--- src/sv/npcs_pkg.sv ---
// Shared types and constants for the nearest palette colour search.
package npcs_pkg;

  localparam int CHAN_W = 8;
  localparam int ENTRY_W = 3 * CHAN_W;
  localparam int IDX_W = 8;
  localparam int DIST_W = 11;

  typedef enum logic {
    OP_LOAD  = 1'b0,
    OP_PIXEL = 1'b1
  } op_t;

  typedef struct packed {
    op_t               op;
    logic [IDX_W-1:0]  idx;
    logic [CHAN_W-1:0] red;
    logic [CHAN_W-1:0] green;
    logic [CHAN_W-1:0] blue;
  } item_t;

endpackage

--- src/sv/npcs_front.sv ---
// Front part: accepts requests, drops loads beyond the palette, holds a two-entry queue.
module npcs_front #(
  parameter int PALETTE_ENTRIES = 256
) (
  input  logic                      clk,
  input  logic                      rst,
  input  logic                      push,
  output logic                      full,
  input  logic                      kind,
  input  logic [npcs_pkg::IDX_W-1:0]  entry_index,
  input  logic [npcs_pkg::CHAN_W-1:0] red,
  input  logic [npcs_pkg::CHAN_W-1:0] green,
  input  logic [npcs_pkg::CHAN_W-1:0] blue,
  output logic                      q_valid,
  input  logic                      q_take,
  output npcs_pkg::item_t           q_item
);

  npcs_pkg::item_t slots [2];
  npcs_pkg::item_t in_item;
  logic       wptr;
  logic       rptr;
  logic [1:0] count;
  logic       accept;
  logic       keep;
  logic       deq;

  always_comb begin
    in_item.op    = kind ? npcs_pkg::OP_PIXEL : npcs_pkg::OP_LOAD;
    in_item.idx   = entry_index;
    in_item.red   = red;
    in_item.green = green;
    in_item.blue  = blue;
  end

  assign full    = (count == 2'd2);
  assign accept  = push && !full;
  assign keep    = accept && (kind || ({1'b0, entry_index} < 9'(PALETTE_ENTRIES)));
  assign q_valid = (count != 2'd0);
  assign deq     = q_take && q_valid;
  assign q_item  = slots[rptr];

  always_ff @(posedge clk) begin
    if (keep) begin
      slots[wptr] <= in_item;
    end
  end

  always_ff @(posedge clk) begin
    if (rst) begin
      wptr  <= 1'b0;
      rptr  <= 1'b0;
      count <= 2'd0;
    end else begin
      if (keep) begin
        wptr <= ~wptr;
      end
      if (deq) begin
        rptr <= ~rptr;
      end
      count <= count + 2'(keep) - 2'(deq);
    end
  end

endmodule

--- config.mk ---
export PLATFORM = sky130hd
export DESIGN_NAME = npcs_front
export DESIGN_NICKNAME = d
export VERILOG_FILES = /design/src/sv/npcs_pkg.sv /design/src/sv/npcs_front.sv
export SDC_FILE = /design/constraint.sdc
export NUM_CORES = 1
export LEC_CHECK = 0
export BUFFER_PORTS_ARGS = -buffer_cell sky130_fd_sc_hd__clkbuf_2
export CAP_MARGIN = 5
export CELL_PAD_IN_SITES_DETAIL_PLACEMENT = 0
export CELL_PAD_IN_SITES_GLOBAL_PLACEMENT = 1
export CORE_MARGIN = 4
export CORE_UTILIZATION = 46
export CTS_CLUSTER_DIAMETER = 50
export DETAILED_ROUTE_END_ITERATION = 7
export HOLD_SLACK_MARGIN = 0.03
export PLACE_DENSITY = 0.85
export SLEW_MARGIN = 20
export SYNTH_ARGS = -nofsm -noshare
export SYNTH_HDL_FRONTEND = slang
export SYNTH_SLANG_ARGS = --single-unit
--- constraint.sdc ---
create_clock -name clk -period 4.95 [get_ports clk]
set_clock_uncertainty 0.15 [all_clocks]
set_input_delay 0.7425 -clock clk [delete_from_list [all_inputs] [get_ports clk]]
set_output_delay 0.7425 -clock clk [all_outputs]
set_load 0.005 [all_outputs]
==> Word-level counts from Yosys, hierarchy flattened <==
Memories as Yosys holds them, arrays and structs flattened. A register that Yosys moved wholly into a read port is not among the register bits.
Index checks and enable logic that the tools add are counted.
{ "totals": {"n_memories": 1, "out_inout_bits": 35, "reg_bits": 4, "word_cells": 18, "ram_bits": 66, "input_bits": 37} }
{ "mem_list": {"columns": ["name", "words", "width", "read_ports", "rd_clocked_by_memory_dff", "write_ports", "line_no", "text"], "rows": [
  ["slots", 2, 33, 1, 1, 1, "npcs_front.sv:19", "npcs_pkg::item_t slots [2];"]
]} }
{ "classes": {"n_mux": 5, "eq_ne": 1, "addsub": 2, "bitwise": 2, "reduce_logical": 4} }
{ "op_table": {"columns": ["cell", "n"], "rows": [
  ["$mux W1", 5],
  ["$add A2 B1 Y2", 1],
  ["$eq A2 B2 Y1 const B", 1],
  ["$logic_and A1 B1 Y1", 2],
  ["$not A1 Y1", 2],
  ["$reduce_bool A2 Y1", 1],
  ["$sub A2 B1 Y2", 1],
  ["$logic_not A1 Y1", 1]
]} }

==> Longest topological paths before layout <==
{ "logic_depth": {"ltp_word": 5, "ltp_mapped": 8, "ltp_nobuf": 8} }

==> Least setup slack after synthesis <==
Ideal clock, no wire load.
{ "synth_path": {"kind": "input to register", "from": "input port push", "to": "memory slots[0][0] (netlist bit), enable pin", "arrival_ns": 1.791, "setup_slack_ns": 2.621, "setup_ns": 0.388, "cell_stages": 3, "n_path_buf": 0, "cell_sequence": "inv_1 or3_1 inv_1"} }
{ "synth_via": {"elab_chain_cells": 3} }
{ "synth_rtl": {"columns": ["item", "line_no", "text"], "rows": [
  ["start: declaration", "npcs_front.sv:7", "input logic push,"],
  ["$logic_and A1 B1 Y1", "npcs_front.sv:37", "assign accept = push && !full;"],
  ["$mux W1", "npcs_front.sv:44", "if (keep) begin"],
  ["$mux W1 (not written as such)", "npcs_front.sv:45", "slots[wptr] <= in_item;"],
  ["end: declaration", "npcs_front.sv:19", null]
]} }
No other way between the ends.

==> run metrics <==
vias in the first global route 1,462; Synth area leader edfxtp_1; vias 1,371; routed len/inst 15.0 um; clock buffer depth 2; core area 0.00551 sq mm; Post-Syn Area 0.00261 sq mm; Setup TNS 0 ns; worst skew pair latency 0.32 ns; Post-Place Worst Slack 2.44 ns; synth warn 0; ys async rst share 0%; Setup crit end kind output port; GRT Overall Usage 13.4%; ranking of synthesized cells by area edfxtp_1 (76%), mux2_2 (14%), dfxtp_1 (3.8%); Nets 248; setup-violating endpoint count in the final report 0; Post-Route WL 4280 um; Area growth syn-to-layout 25.7%; I/O Pins 72; hpwl dp 2840 um; final worst slack 2.14 ns; total global routing overflow 0; Die Y 83.4 um; clk sinks 71; Core Util, Final 59.6%; CTS tree yes; CTS buffer count 9; Synth top area share 75.9%; Vias per Instance 4.79; grt met2 use 21.6%; min Tclk post-route 2.81 ns; Max Cap Viol 0; sequential share of the synthesized area 79.7%; n_diodes 0; die area 0.00695 sq mm; largest net degree at the start of global routing 34; cts hold-fix bufs 0; post-synthesis register bit count 71; number of cells on the worst reg-to-reg path 5; met3 Use GR 3.47%; final period utilization 56.8%; Mean Syn Cell Area 20.3 sq um; die width 83.4 um; WS Path Type flop to output port; initial antenna violation count 0; CTS root buf clkbuf_8; CP required 4.06 ns; first-pass GRT wire length 7070 um; routability congestion estimate 0.689; EDFF count, synth 66; PortBufs 71; relative slew slack 48.4%; GR Util met1 16.5%; top cells by count, synth edfxtp_1 (66), mux2_2 (33), dfxtp_1 (5), inv_1 (3), nor2_1 (3); power density over the cells 501 mW/mm^2; drt pass-1 iters 4; Detail Route Antenna Nets 0; ys flop type edfxtp_1; layout cell share with drive strength beyond 1 58.4%; Min-Delay Path Class flop to flop; initial detailed-routing violation count 99; Slew @ Worst Pin 0.774 ns; initial core utilization 47.4%; Rows 27; nature of the critical path startpoint flop; fillers 425; most used routing layer met2; Peak VDD IR 0.000264 V; DR DRC count 0; crit-path max FO 19; Max Slew Vio Count 0; post_cts resized 0; H-Tree Depth 3; Clock transition at path regs 0.07 ns; status finished, final reports clean; hold path depth 2; most frequent cell after synthesis edfxtp_1; final hold violation count 0; Lkg Pwr 1.28 nW; Distinct cells, synth 20; WP data arrival 1.92 ns; cell count after synthesis 129; RSZ-0062 raised after global routing false; Net Count, Synth 168; Post-CTS Setup Bufs 0; Max Freq 356 MHz
==> final timing paths <==
path / startpoint / to / slack (ns)
max: flop / q_item[2] / 2.14
min: wptr / wptr / 0.34
max reg2reg: count[0] / slots[0][18] / 3.10
min reg2reg: wptr / wptr / 0.34
==> flip-flops by register name (all words and copies together), names as in the netlist, named ones only <==
register / cells
count: 2
rptr: 1
slots: 66
wptr: 1
==> layer usage <==
metal / vias up / wire length (um) / share of wire [%]
li1: 653 / - / -
met1: 663 / 1840 / 43
met2: 48 / 2130 / 50
met3: 7 / 247 / 5.8
met4: 0 / 59 / 1.4
met5: - / 0 / 0
==> final cells by class <==
type	instances	area, sq um	area share [%]
Clock inverter	7	111	3.39
Multi-Input combinational cell	50	490	14.9
Tap cell	72	90.1	2.74
Clock buffer	9	124	3.77
Sequential cell	71	2080	63.4
Timing Repair Buffer	73	370	11.3
Inverter	4	15.0	0.457
==> cells by family after synthesis <==
kind of cell	share of synthesized area (%)
buf+inv	1.53
compound gates	0.670
xor+xnor	1.01
fa+ha+maj	0.958
simple gates	1.92
mux	14.2
flops	79.7
==> cell usage in the layout, fill, tap and decap left out, drive strengths merged <==
master,Yosys,final
bufinv,0,3
edfxtp,66,66
dfxtp,5,5
clkbuf,0,80
clkinv,0,3
o21a,1,1
a21oi,1,1
xnor2,2,2
nor2b,1,1
o21ai,1,1
inv,4,4
nand2,1,1
buf,4,2
or2,1,1
clkinvlp,0,1
ha,2,2
xor2,1,1
nand2b,1,1
and3,1,1
nor2,3,3
mux2,33,33
or3,1,1
==> critical path, stage by stage (launching register included) <==
cell and delay (ns):
dfxtp_1 0.71, buf_4 0.38, mux2_2 0.38, clkbuf_2 0.11
==> stage by stage <==
step	hold WS (ns)	cell area, sq um	cells	total power, mW
after global routing	0.376	3280	286	1.74
after floorplan	0.301	2610	129	0.999
after global placement	0.323	3050	270	1.13
after detailed placement	0.324	3050	270	1.14
final	0.338	3280	286	1.64
after CTS	0.334	3280	286	1.67
==> power breakdown <==
| part | internal (mW) | switching, mW | leakage, nW |
|---|---|---|---|
| sequential | 0.747 | 0.0350 | 0.658 |
| combinational | 0.182 | 0.153 | 0.509 |
| clock | 0.331 | 0.198 | 0.117 |
Note: power is estimated with default switching activity, not from simulation.
